[src/hpc_pkg.sv]
package hpc_pkg;

  // Field widths.
  localparam int RW    = 24;  // radius and ratio registers
  localparam int PW    = 32;  // phase input
  localparam int TW    = 16;  // bits of one turn
  localparam int OW    = 25;  // output coordinates
  localparam int IW    = 2;   // register index
  localparam int GUARD = 8;   // guard bits below the radius LSB

  // Datapath widths: vectors, angle accumulator and final sums.
  localparam int XW = 35;
  localparam int ZW = 34;
  localparam int SW = XW + 1;

  // Reciprocal of the CORDIC gain, scaled by 2^32.
  localparam logic [31:0] CORDIC_GAIN = 32'h9B74EDA8;

  // atan(2^-i) in units of 2^-32 turn.
  localparam logic [31:0] ATAN_TAB [24] = '{
    32'h20000000, 32'h12E4051D, 32'h09FB385B, 32'h051111D4, 32'h028B0D43, 32'h0145D7E1,
    32'h00A2F61E, 32'h00517C55, 32'h0028BE53, 32'h00145F2E, 32'h000A2F98, 32'h000517CC,
    32'h00028BE6, 32'h000145F3, 32'h0000A2F9, 32'h0000517C, 32'h000028BE, 32'h0000145F,
    32'h00000A2F, 32'h00000517, 32'h0000028B, 32'h00000145, 32'h000000A2, 32'h00000051
  };

  // Register indexes.
  localparam logic [IW-1:0] REG_OUTER = 2'd0;
  localparam logic [IW-1:0] REG_INNER = 2'd1;
  localparam logic [IW-1:0] REG_RATIO = 2'd2;

  // Start vector and angle for one rotator.
  typedef struct packed {
    logic signed [XW-1:0] x;
    logic signed [ZW-1:0] z;
  } rot_in_t;

endpackage

[src/hpc_front.sv]
module hpc_front #(
  parameter int FRAC_BITS = 16
) (
  input  logic                     clk_i,
  input  logic                     rst_ni,
  input  logic                     valid_i,
  input  logic [hpc_pkg::PW-1:0]   phase_i,
  input  logic [hpc_pkg::RW-1:0]   outer_i,
  input  logic [hpc_pkg::RW-1:0]   inner_i,
  input  logic [hpc_pkg::RW-1:0]   ratio_i,
  output logic                     valid_o,
  output hpc_pkg::rot_in_t         rot_a_o,
  output hpc_pkg::rot_in_t         rot_b_o
);

  localparam int RW  = hpc_pkg::RW;
  localparam int PW  = hpc_pkg::PW;
  localparam int TW  = hpc_pkg::TW;
  localparam int XW  = hpc_pkg::XW;
  localparam int ZW  = hpc_pkg::ZW;
  localparam int MW  = RW + PW;
  localparam int GPW = RW + 1 + 33;

  // Stage one: k*t product and the gain-scaled start amplitudes.
  logic [MW-1:0]          kprod;
  logic signed [RW:0]     amp_a;
  logic signed [RW:0]     amp_b;
  logic signed [GPW-1:0]  gain_ext;
  logic signed [GPW-1:0]  prod_a;
  logic signed [GPW-1:0]  prod_b;

  assign kprod    = MW'(ratio_i) * MW'(phase_i);
  assign amp_a    = $signed({1'b0, outer_i}) - $signed({1'b0, inner_i});
  assign amp_b    = $signed({1'b0, inner_i});
  assign gain_ext = GPW'(hpc_pkg::CORDIC_GAIN);
  assign prod_a   = GPW'(amp_a) * gain_ext;
  assign prod_b   = GPW'(amp_b) * gain_ext;

  logic                 v1_q;
  logic [TW-1:0]        t1_q;
  logic [TW-1:0]        kt1_q;
  logic signed [XW-1:0] xa1_q;
  logic signed [XW-1:0] xb1_q;

  always_ff @(posedge clk_i or negedge rst_ni) begin
    if (!rst_ni) begin
      v1_q <= 1'b0;
    end else begin
      v1_q <= valid_i;
    end
  end

  always_ff @(posedge clk_i) begin
    t1_q  <= phase_i[TW-1:0];
    kt1_q <= kprod[FRAC_BITS +: TW];
    xa1_q <= XW'(prod_a >>> (32 - hpc_pkg::GUARD));
    xb1_q <= XW'(prod_b >>> (32 - hpc_pkg::GUARD));
  end

  // Stage two: fold the angle into [-1/4, 1/4) turn. In the second and third
  // quarters the vector is negated and the angle moves by half a turn, which
  // leaves the sign of the folded angle equal to bit 14.
  function automatic hpc_pkg::rot_in_t fold(input logic [TW-1:0] a,
                                            input logic signed [XW-1:0] x);
    hpc_pkg::rot_in_t r;
    logic             neg;
    neg = a[TW-1] ^ a[TW-2];
    r.x = neg ? -x : x;
    r.z = {{(ZW-32){a[TW-2]}}, a[TW-2], a[TW-2:0], 16'b0};
    return r;
  endfunction

  logic             v2_q;
  hpc_pkg::rot_in_t rot_a_q;
  hpc_pkg::rot_in_t rot_b_q;

  always_ff @(posedge clk_i or negedge rst_ni) begin
    if (!rst_ni) begin
      v2_q <= 1'b0;
    end else begin
      v2_q <= v1_q;
    end
  end

  always_ff @(posedge clk_i) begin
    rot_a_q <= fold(t1_q, xa1_q);
    rot_b_q <= fold(kt1_q, xb1_q);
  end

  assign valid_o = v2_q;
  assign rot_a_o = rot_a_q;
  assign rot_b_o = rot_b_q;

endmodule

[config.mk]
export PLATFORM = sky130hd
export DESIGN_NAME = hpc_front
export DESIGN_NICKNAME = d
export VERILOG_FILES = /design/src/hpc_pkg.sv /design/src/hpc_front.sv
export SDC_FILE = /design/constraint.sdc
export NUM_CORES = 2
export LEC_CHECK = 0
export BUFFER_PORTS_ARGS = -buffer_cell sky130_fd_sc_hd__buf_2
export CORE_MARGIN = 3
export CORE_UTILIZATION = 40
export DETAILED_ROUTE_END_ITERATION = 10
export GPL_TIMING_DRIVEN = 0
export SLEW_MARGIN = 10
export SYNTH_ARGS = -nofsm -noshare
export SYNTH_HDL_FRONTEND = slang
export SYNTH_SLANG_ARGS = --single-unit
[constraint.sdc]
create_clock -name clk_i -period 3.6 [get_ports clk_i]
set_input_delay 0.36 -clock clk_i [delete_from_list [all_inputs] [get_ports clk_i]]
set_output_delay 0.36 -clock clk_i [all_outputs]
set_load 0.02 [all_outputs]
==> results.py <==
metrics = {
    "clock_tree": {
        "cts_buffers": 17,
        "ctsHtreeMaxLevel": 4,
        "path_clk_slew_ns": 0.08,
        "cts_root_buffer": "clkbuf_16",
        "clk_latency_ns": 0.51,
        "clockBufferDepth": 2,
        "numClockSinks": 200,
        "cts_tree": "done",
    },
    "grt": {
        "grt_pass1_vias": 34300,
        "grt_max_degree": 24,
        "antenna_found_initial": 8,
        "grt_usage_pct": 23.3,
        "grt-ovfl-total": 0,
        "grt_pass1_wl_mm": 203,
    },
    "logic_synthesis": {
        "synth-edff-count": 0,
        "syn-cell-area_sq_um": 44900,
        "yosys_warnings": 0,
        "async_reset_ff_share_pct": 1.00,
        "yosysUniqueCellTypes": 71,
        "avgSynthCellArea_sq_um": 9.84,
        "synth_seq_cells": 200,
        "synth_cells": 4561,
        "synthTopCellsByArea": "fa_1 (45%), ha_1 (16%), inv_1 (11%), dfxtp_1 (8.8%), and2_1 (3.0%)",
        "synth_top_area_share_pct": 44.6,
        "synth_ff_type": "dfxtp_1",
        "yosysTopAreaCell": "fa_1",
        "seq_area_frac_synth_pct": 8.94,
    },
    "sta": {
        "fmax_mhz": 122,
        "finalCriticalPeriod_ns": 8.21,
        "slew_headroom_pct": 23.0,
        "fin_tns_setup_ns": -252.18,
        "slew_violations": 0,
        "period_share_pct": 228,
        "fin_hold_ws_ns": 0.0549,
        "finalHoldViolations": 0,
        "worst_slew_pin_slew_ns": 1.15,
        "fin_worst_skew_ns": 0.0165,
        "rsz0062_at_grt": "true",
        "timing.final.ws_setup_ns": -4.61,
        "finalSetupViolations": 82,
    },
    "cells_and_area": {
        "drive_above_1_share_pct": 17.3,
        "fill_cells": 10400,
        "post-route-util_pct": 47.9,
        "nets": 6675,
        "area_growth_pct": 18.3,
        "seq_area_sq_um": 4010,
        "multi_input_area_sq_um": 37700,
    },
    "floorplan": {
        "core_sq_um": 111000,
        "rows": 122,
        "start_util_pct": 40.5,
        "die_x_microns": 341,
        "fp.dieArea_sq_um": 116000,
        "ios": 246,
        "fp.dieH_microns": 341,
    },
    "setup_path": {
        "reg2reg_from": "xa1_q[3]",
        "crit_type": "in -> reg",
        "crit_start": "outer_i[0]",
        "cp-end-kind": "flop",
        "cp_max_fo": 3,
        "cp.arrival_ns": 8.60,
        "crit_family": "adder cells",
        "r2r-end": "rot_a_o[67]",
        "reg2reg_setup_slack_ns": 0.73,
        "cp_slowest_cell": "fa_2",
        "startpoint_type": "primary input",
        "slowest_delay_ns": 0.61,
        "critPathRequiredTime_ns": 3.99,
        "reg2reg_depth": 9,
        "crit_buf_inv": 5,
    },
    "placed_design": {
        "place_ws_ns": -6.77,
        "port_buffers": 206,
        "gp_congestion": 0.987,
        "hpwl_mm": 113,
    },
    "drt": {
        "viasPerCell": 4.80,
        "via_count": 31200,
        "drt_iter0_markers": 1495,
        "route.detailed.drc": 0,
        "dr.pass1.iters": 7,
        "wl_mm": 131,
        "ant_nets": 0,
        "wire_per_inst_microns": 20.2,
    },
    "run": {
        "maxCapViolCount": 0,
    },
    "run_status": {
        "violations": "setup timing",
        "outcome": "finished with violations",
    },
    "hold_path": {
        "worstHoldPathType": "in -> reg",
        "hold_start": "phase_i[12]",
        "hold_path_depth": 1,
        "holdPathEnd": "t1_q[12]",
    },
}
==> repair_timing <==
action,4_1_cts,5_1_grt
endpoints found under the setup margin,82,82
hold buffers,5,0
hold endpoints to repair,6,0
pin swaps,121,156
gates resized for setup,367,215
setup buffers,99,68
==> how the worst max path moves through the flow <==
stage,endpoint,slack [ns],depth (start not counted)
2_1_floorplan,xa1_q[31],-4.54,34
3_3_place_gp,xa1_q[26],-6.71,33
3_5_place_dp,xa1_q[26],-6.77,33
4_1_cts,xa1_q[33],-4.56,36
5_1_grt,xa1_q[30],-4.84,35
6_report,xa1_q[33],-4.61,35
==> cells by family (layout without fill, tap and decap cells) <==
group / count (synthesis) / count (layout) / synth area share, %
fa+ha+maj: 1590 / 1590 / 61.1
xor+xnor: 208 / 208 / 4.06
compound gates: 349 / 349 / 5.03
mux: 1 / 1 / 0.0223
other cells: 1 / 38 / 0.00835
simple gates: 809 / 809 / 8.83
flops: 200 / 200 / 8.94
buf+inv: 1403 / 1802 / 12.0
==> routing by layer <==
layer	GRT usage [%]	wire, microns	vias up
li1	-	-	14300
met1	30.2	54700	15800
met2	38.7	62600	843
met3	4.96	8980	186
met4	7.88	4640	6
met5	0	41	-
==> layout by cell type, fill, tap and decap left out, types with 15 or more instances in the layout <==
| master | synthesis | routed |
|---|---|---|
| buf_6 | 0 | 39 |
| nand4_1 | 16 | 16 |
| xor2_1 | 75 | 65 |
| conb_1 | 1 | 32 |
| a21oi_1 | 99 | 66 |
| fa_1 | 1001 | 963 |
| dfxtp_1 | 198 | 198 |
| a21oi_2 | 1 | 24 |
| o21ai_0 | 75 | 52 |
| ha_1 | 589 | 513 |
| ha_4 | 0 | 55 |
| ha_2 | 0 | 21 |
| clkbuf_4 | 0 | 16 |
| nor2b_1 | 19 | 15 |
| inv_2 | 0 | 40 |
| buf_4 | 38 | 192 |
| nand2b_1 | 18 | 16 |
| xnor2_1 | 133 | 122 |
| and2_1 | 217 | 206 |
| a21o_1 | 55 | 54 |
| buf_2 | 0 | 170 |
| nor2_1 | 94 | 85 |
| nand2_1 | 344 | 337 |
| o21a_1 | 17 | 17 |
| nor3_1 | 34 | 29 |
| fa_2 | 0 | 38 |
| inv_1 | 1272 | 1222 |
| clkbuf_16 | 0 | 37 |
==> sequential cells by signal (all words and copies together) (netlist names) <==
name	count
xb1_q	32
t1_q	16
valid_o	1
rot_b_o	50
xa1_q	34
kt1_q	16
v1_q	1
rot_a_o	50
==> metrics by stage <==
stage	cell area (sq um)	instances
final	53100	6485
after global routing	53100	6480
after CTS	51900	6417
after detailed placement	48800	6287
after global placement	48800	6286
after floorplan	45900	4592
==> cell usage after synthesis, drive strengths merged, types with 7 or more instances <==
cell	number
o31ai	13
xnor2	133
nand2b	18
a211oi	11
dfxtp	198
inv	1272
o21ai	79
a31oi	17
buf	38
xor2	75
or3	10
nand4	16
and3	10
ha	589
nor2	94
o21a	17
nor2b	19
a21oi	100
a21o	55
nand3	18
nand2	345
o21bai	8
fa	1001
nor3	34
and2	217
clkbuf	93
o41ai	7
nor4	7
or2	11
==> cell type report <==
| type | instances | share of cell area (%) |
|---|---|---|
| multi-input cells | 2989 | 70.9 |
| inverters | 1272 | 9.07 |
| flip-flops and latches | 200 | 7.56 |
| repair buffers | 374 | 5.21 |
| well taps | 1488 | 3.50 |
| plain buffers | 124 | 2.47 |
| clock buffers | 17 | 0.801 |
| clock inverters | 15 | 0.419 |
| diodes | 6 | 0.0283 |
Power is left out: the tool's default activity adds up to more than one toggle a clock period on the data nets, which glitch-free logic cannot reach.
