`config.mk`:
```
export PLATFORM = sky130hd
export DESIGN_NAME = hpc_combine
export DESIGN_NICKNAME = d
export VERILOG_FILES = /design/src/hpc_pkg.sv /design/src/hpc_combine.sv
export SDC_FILE = /design/constraint.sdc
export NUM_CORES = 1
export LEC_CHECK = 0
export ABC_AREA = 1
export ABC_CLOCK_PERIOD_IN_PS = 1000
export BUFFER_PORTS_ARGS = -buffer_cell sky130_fd_sc_hd__buf_2
export CORE_MARGIN = 3
export CORE_UTILIZATION = 58
export DETAILED_ROUTE_END_ITERATION = 8
export PLACE_DENSITY = 0.95
export SYNTH_ARGS = -nofsm -noshare
export SYNTH_HDL_FRONTEND = slang
export SYNTH_SLANG_ARGS = --single-unit
```
`constraint.sdc`:
```
create_clock -name clk_i -period 1 [get_ports clk_i]
set_input_delay 0.15 -clock clk_i [delete_from_list [all_inputs] [get_ports clk_i]]
set_output_delay 0.15 -clock clk_i [all_outputs]
set_load 0.01 [all_outputs]
```
`src/hpc_pkg.sv`:
```
package hpc_pkg;

  // Field widths.
  localparam int RW    = 24;  // radius and ratio registers
  localparam int PW    = 32;  // phase input
  localparam int TW    = 16;  // bits of one turn
  localparam int OW    = 25;  // output coordinates
  localparam int IW    = 2;   // register index
  localparam int GUARD = 8;   // guard bits below the radius LSB

  // Datapath widths: vectors, angle accumulator and final sums.
  localparam int XW = 35;
  localparam int ZW = 34;
  localparam int SW = XW + 1;

  // Reciprocal of the CORDIC gain, scaled by 2^32.
  localparam logic [31:0] CORDIC_GAIN = 32'h9B74EDA8;

  // atan(2^-i) in units of 2^-32 turn.
  localparam logic [31:0] ATAN_TAB [24] = '{
    32'h20000000, 32'h12E4051D, 32'h09FB385B, 32'h051111D4, 32'h028B0D43, 32'h0145D7E1,
    32'h00A2F61E, 32'h00517C55, 32'h0028BE53, 32'h00145F2E, 32'h000A2F98, 32'h000517CC,
    32'h00028BE6, 32'h000145F3, 32'h0000A2F9, 32'h0000517C, 32'h000028BE, 32'h0000145F,
    32'h00000A2F, 32'h00000517, 32'h0000028B, 32'h00000145, 32'h000000A2, 32'h00000051
  };

  // Register indexes.
  localparam logic [IW-1:0] REG_OUTER = 2'd0;
  localparam logic [IW-1:0] REG_INNER = 2'd1;
  localparam logic [IW-1:0] REG_RATIO = 2'd2;

  // Start vector and angle for one rotator.
  typedef struct packed {
    logic signed [XW-1:0] x;
    logic signed [ZW-1:0] z;
  } rot_in_t;

endpackage

```
`src/hpc_combine.sv`:
```
module hpc_combine (
  input  logic                           clk_i,
  input  logic                           rst_ni,
  input  logic                           valid_i,
  input  logic signed [hpc_pkg::XW-1:0]  xa_i,
  input  logic signed [hpc_pkg::XW-1:0]  ya_i,
  input  logic signed [hpc_pkg::XW-1:0]  xb_i,
  input  logic signed [hpc_pkg::XW-1:0]  yb_i,
  output logic                           valid_o,
  output logic signed [hpc_pkg::OW-1:0]  point_x_o,
  output logic signed [hpc_pkg::OW-1:0]  point_y_o
);

  localparam int SW = hpc_pkg::SW;
  localparam int OW = hpc_pkg::OW;
  localparam logic signed [SW-1:0] HALF = SW'(1) << (hpc_pkg::GUARD - 1);

  // Round half up to the output LSB, then clamp to the field range.
  function automatic logic signed [OW-1:0] round_sat(input logic signed [SW-1:0] s);
    logic signed [SW-1:0] r;
    logic signed [SW-1:0] q;
    logic signed [OW-1:0] res;
    r = s + HALF;
    q = r >>> hpc_pkg::GUARD;
    if ((&q[SW-1:OW-1]) || !(|q[SW-1:OW-1])) begin
      res = q[OW-1:0];
    end else if (q[SW-1]) begin
      res = {1'b1, {(OW-1){1'b0}}};
    end else begin
      res = {1'b0, {(OW-1){1'b1}}};
    end
    return res;
  endfunction

  logic signed [SW-1:0] sum_x;
  logic signed [SW-1:0] sum_y;

  assign sum_x = SW'(xa_i) + SW'(xb_i);
  assign sum_y = SW'(ya_i) - SW'(yb_i);

  logic                 v_q;
  logic signed [OW-1:0] px_q;
  logic signed [OW-1:0] py_q;

  always_ff @(posedge clk_i or negedge rst_ni) begin
    if (!rst_ni) begin
      v_q <= 1'b0;
    end else begin
      v_q <= valid_i;
    end
  end

  always_ff @(posedge clk_i) begin
    px_q <= round_sat(sum_x);
    py_q <= round_sat(sum_y);
  end

  assign valid_o   = v_q;
  assign point_x_o = px_q;
  assign point_y_o = py_q;

endmodule

```
==> impl_metrics.toml, run 1 <==
[synth]
synth_area_um2 = 6760
yosys-top-cells-area = "sky130_fd_sc_hd__ha_1 (25%), sky130_fd_sc_hd__nand2_1 (17%), sky130_fd_sc_hd__dfxtp_1 (15%)"
yosys_warnings = 0
netlist.top_cell.by_area = "sky130_fd_sc_hd__ha_1"
postSynthCellCount = 1053
synthArstFlopShare_pct = 1.96
synth_flop_cell = "sky130_fd_sc_hd__dfxtp_1"
synth_commonest_cells = "sky130_fd_sc_hd__nand2_1 (304), sky130_fd_sc_hd__ha_1 (134), sky130_fd_sc_hd__inv_1 (123)"
post_synth.cell_area_avg_um2 = 6.42
ys_ff_latch = 51
synth_nets = 1330
yosysTopAreaCellShare_pct = 24.8
count_of_flip_flops_with_a_built_in_enable_after_synthesis = 0
most_common_cell_in_the_netlist = "sky130_fd_sc_hd__nand2_1"
synth_sequential_area_ratio_pct = 15.2
netlist-cell-type-count = 35

[floorplanning]
rows = 38
ios = 194
initial_utilization_pct = 60.7
fp.dieH_um = 114
fp.dieW_um = 114

[status]
error_message = "[ERROR DPL-0033] detailed placement checks failed during check placement."
failing_step = "detailed placement"
run_status = "stopped before the end"

[placed_design]
io_buffer_count = 193
hpwlAfterDp_mm = 32.1
gp_congestion = 1.00
==> through the flow <==
step           setup slack (ns)  cell area, µm²  hold WS [ns]  TNS, ns
2_1_floorplan             -1.07            8630        -0.146   -51.35
3_3_place_gp              -1.38           11000       -0.0757   -67.39
==> cell families after synthesis <==
| group | count (synthesis) | share of synthesized area (%) |
|---|---|---|
| compound gates | 139 | 11.6 |
| xor+xnor | 39 | 5.06 |
| fa+ha+maj | 134 | 24.8 |
| buf+inv | 136 | 8.37 |
| flops | 51 | 15.2 |
| simple gates | 554 | 35.0 |
==> run 2, diff against run 1 <==
- CORE_UTILIZATION: 58 -> 40
- PLACE_DENSITY: 0.95 -> default
- PLACE_DENSITY_LB_ADDON: default -> 0.15
==> impl_metrics.toml, run 2 <==
[synth]
yosys-top-cells-area = "sky130_fd_sc_hd__ha_1 (25%), sky130_fd_sc_hd__nand2_1 (17%), sky130_fd_sc_hd__dfxtp_1 (15%)"
netlist.top_cell.by_area = "sky130_fd_sc_hd__ha_1"
yosys_warnings = 0
synthArstFlopShare_pct = 1.96
synth_nets = 1330
synth_flop_cell = "sky130_fd_sc_hd__dfxtp_1"
ys_ff_latch = 51
netlist-cell-type-count = 35
post_synth.cell_area_avg_um2 = 6.42
synth_area_um2 = 6760
count_of_flip_flops_with_a_built_in_enable_after_synthesis = 0
synth_commonest_cells = "sky130_fd_sc_hd__nand2_1 (304), sky130_fd_sc_hd__ha_1 (134), sky130_fd_sc_hd__inv_1 (123)"
most_common_cell_in_the_netlist = "sky130_fd_sc_hd__nand2_1"
yosysTopAreaCellShare_pct = 24.8
synth_sequential_area_ratio_pct = 15.2
postSynthCellCount = 1053

[sta]
period_share_pct = 213
setup_ws_ns = -1.13
grt_setup_unrepaired = "true"
setup-violations-final = 50
worst_slew_pin_slew_ns = 0.349
final_period_minus_worst_setup_slack_ns = 2.13
final-hold-violation-count = 0
timing.fmax_ghz = 0.470
slew_violations = 0
worst_slew_margin_rel_pct = 76.5
timing.setup.tns_ns = -52.58

[routing]
detailedRoute.firstIterationViolations = 452
num_vias = 8621
antenna_left = 0
viasPerCell = 5.08
finalWirelength_mm = 25.6
drt_first_pass_iters = 5
detail_route.drc_violations = 0
avgRoutedWirePerCell_um = 15.1

[cts]
cts_root_buffer = "sky130_fd_sc_hd__clkbuf_16"
ctsHtreeMaxLevel = 2
cts_num_sinks = 51
cts.path.max_buffers = 2
cts_tree = "built"
clkSlewWorstSetupHoldPaths_ns = 0.07
cts_made_buffers = 5

[pwr]
power_density_nw_per_um2 = 1270
ir_drop_v = 0.00106
cellLeakagePower_nw = 6.15

[cells_and_area]
finish.utilization_pct = 81.1
antenna_cells = 0
final_cells = 1697
most_common_cell_after_layout_fill_and_taps_aside = "sky130_fd_sc_hd__buf_4"
post-route-cell-area_um2 = 13200
area_growth_syn_to_layout_pct = 94.8
most-common-layout-cells = "sky130_fd_sc_hd__buf_4 (221), sky130_fd_sc_hd__buf_2 (174), sky130_fd_sc_hd__nand2_1 (166)"
post_route_cells_drive_above_1_share_pct = 61.5
final_nets = 1757

[setup_path]
cp_data_arrival_time_ns = 2.32
worstPathRequired_ns = 1.19
critical_path.endpoint_type = "register"
worst_path_class_setup = "primary input to register"
critical_path.max_fanout = 6
crit_path_start = "yb_i[33]"
timing.critical_path.from_type = "primary input"

[placed_design]
hpwlAfterDp_mm = 19.6
place_area_um2 = 11200
gp_congestion = 0.891
place_inst = 1635
io_buffer_count = 193

[floorplanning]
die_area_um2 = 18500
initial_utilization_pct = 41.6
rows = 46
fp.dieW_um = 136
fp.dieH_um = 136
ios = 194
placeableCoreArea_um2 = 16200

[job]
maxCapViolations = 0

[grt]
grt_pass1_vias = 8348
groute.usage.overall_pct = 25.9
wire_length_of_the_first_global_routing_pass_mm = 38.9
antenna_found_initial = 0
grt_overflow_total = 0
pin_count_of_the_biggest_net_entering_global_routing = 16

[status]
run_status = "finished, violations left"
violations = "setup timing"

[worst_hold_path]
worstHoldPathType = "primary input to asynchronous set/reset pin"
## run 2: cell counts after synthesis
Identical to the previous run, type by type.
## run 2: timing repair
| action | 4_1_cts | 5_1_grt |
|---|---|---|
| setup endpoints to repair | 50 | 51 |
| endpoints found under the hold margin | 2 | 0 |
| hold buffers | 2 | 0 |
| resized for setup | 193 | 170 |
| pin swaps | 95 | 84 |
| buffers inserted | 30 | 16 |
| cloned | 7 | 0 |
## run 2: through the flow
step	power (mW)	setup WS, ns	hold slack (ns)
3_3_place_gp	12.1	-1.39	-0.0748
2_1_floorplan	8.53	-1.07	-0.146
5_1_grt	17.7	-1.23	0.162
3_5_place_dp	12.2	-1.46	-0.0740
6_report	16.7	-1.13	0.159
4_1_cts	15.6	-0.994	0.159
## run 2: worst max-delay path, stage by stage
cell	delay [ns]
sky130_fd_sc_hd__buf_6	0.10
sky130_fd_sc_hd__inv_4	0.05
sky130_fd_sc_hd__ha_4	0.20
sky130_fd_sc_hd__ha_4	0.28
sky130_fd_sc_hd__inv_4	0.04
sky130_fd_sc_hd__nor3_4	0.29
sky130_fd_sc_hd__nand2_8	0.09
sky130_fd_sc_hd__nor3_4	0.25
sky130_fd_sc_hd__nand2_4	0.10
sky130_fd_sc_hd__nand2_4	0.09
sky130_fd_sc_hd__nand2_2	0.05
sky130_fd_sc_hd__nand2_2	0.09
sky130_fd_sc_hd__nand3_4	0.10
sky130_fd_sc_hd__nand2_8	0.13
sky130_fd_sc_hd__nand2_8	0.12
sky130_fd_sc_hd__nand2_8	0.14
sky130_fd_sc_hd__nand2_2	0.06
## run 2: how the worst max path moves through the flow
stage / slack, ns / endpoint
2_1_floorplan: -1.07 / point_y_o[10]
3_3_place_gp: -1.39 / point_y_o[17]
3_5_place_dp: -1.46 / point_y_o[0]
4_1_cts: -0.99 / point_y_o[0]
5_1_grt: -1.23 / point_y_o[0]
6_report: -1.13 / point_y_o[3]
## run 2: layout make-up
type,count,area [µm²]
inverter,124,503
fill,1127,3070
clock buffer,6,139
timing repair buffer,426,2920
multi-input combinational,872,8260
clock inverter,2,35.0
tap,216,270
sequential,51,1030
## run 2: cells by family (layout without fill, tap and decap cells)
family	Yosys count	after routing	synth area share (%)
and+or+nand+nor	554	560	35.0
AOI/OAI and AO/OA	139	139	11.6
buffers and inverters	136	558	8.37
adders and majority gates	134	134	24.8
DFF	51	51	15.2
xor gates and xnor gates	39	39	5.06
## run 2: metal layers
metal  vias to the layer above  routed length, µm  GRT usage (%)
met5                         -                  0              0
met4                         0                344           3.98
met3                        39               1640           3.44
met2                       300              12300           45.5
met1                      3940              11300           34.6
li1                       4342                  -              -
## run 2: power by group
| group | internal (mW) | switching, mW | leakage [nW] |
|---|---|---|---|
| Combinational | 5.52 | 6.08 | 5.64 |
| Clock | 1.24 | 0.735 | 0.0868 |
| Sequential | 2.72 | 0.360 | 0.431 |
| Total | 9.49 | 7.18 | 6.15 |
No activity file was read; power rests on OpenSTA's default activity.
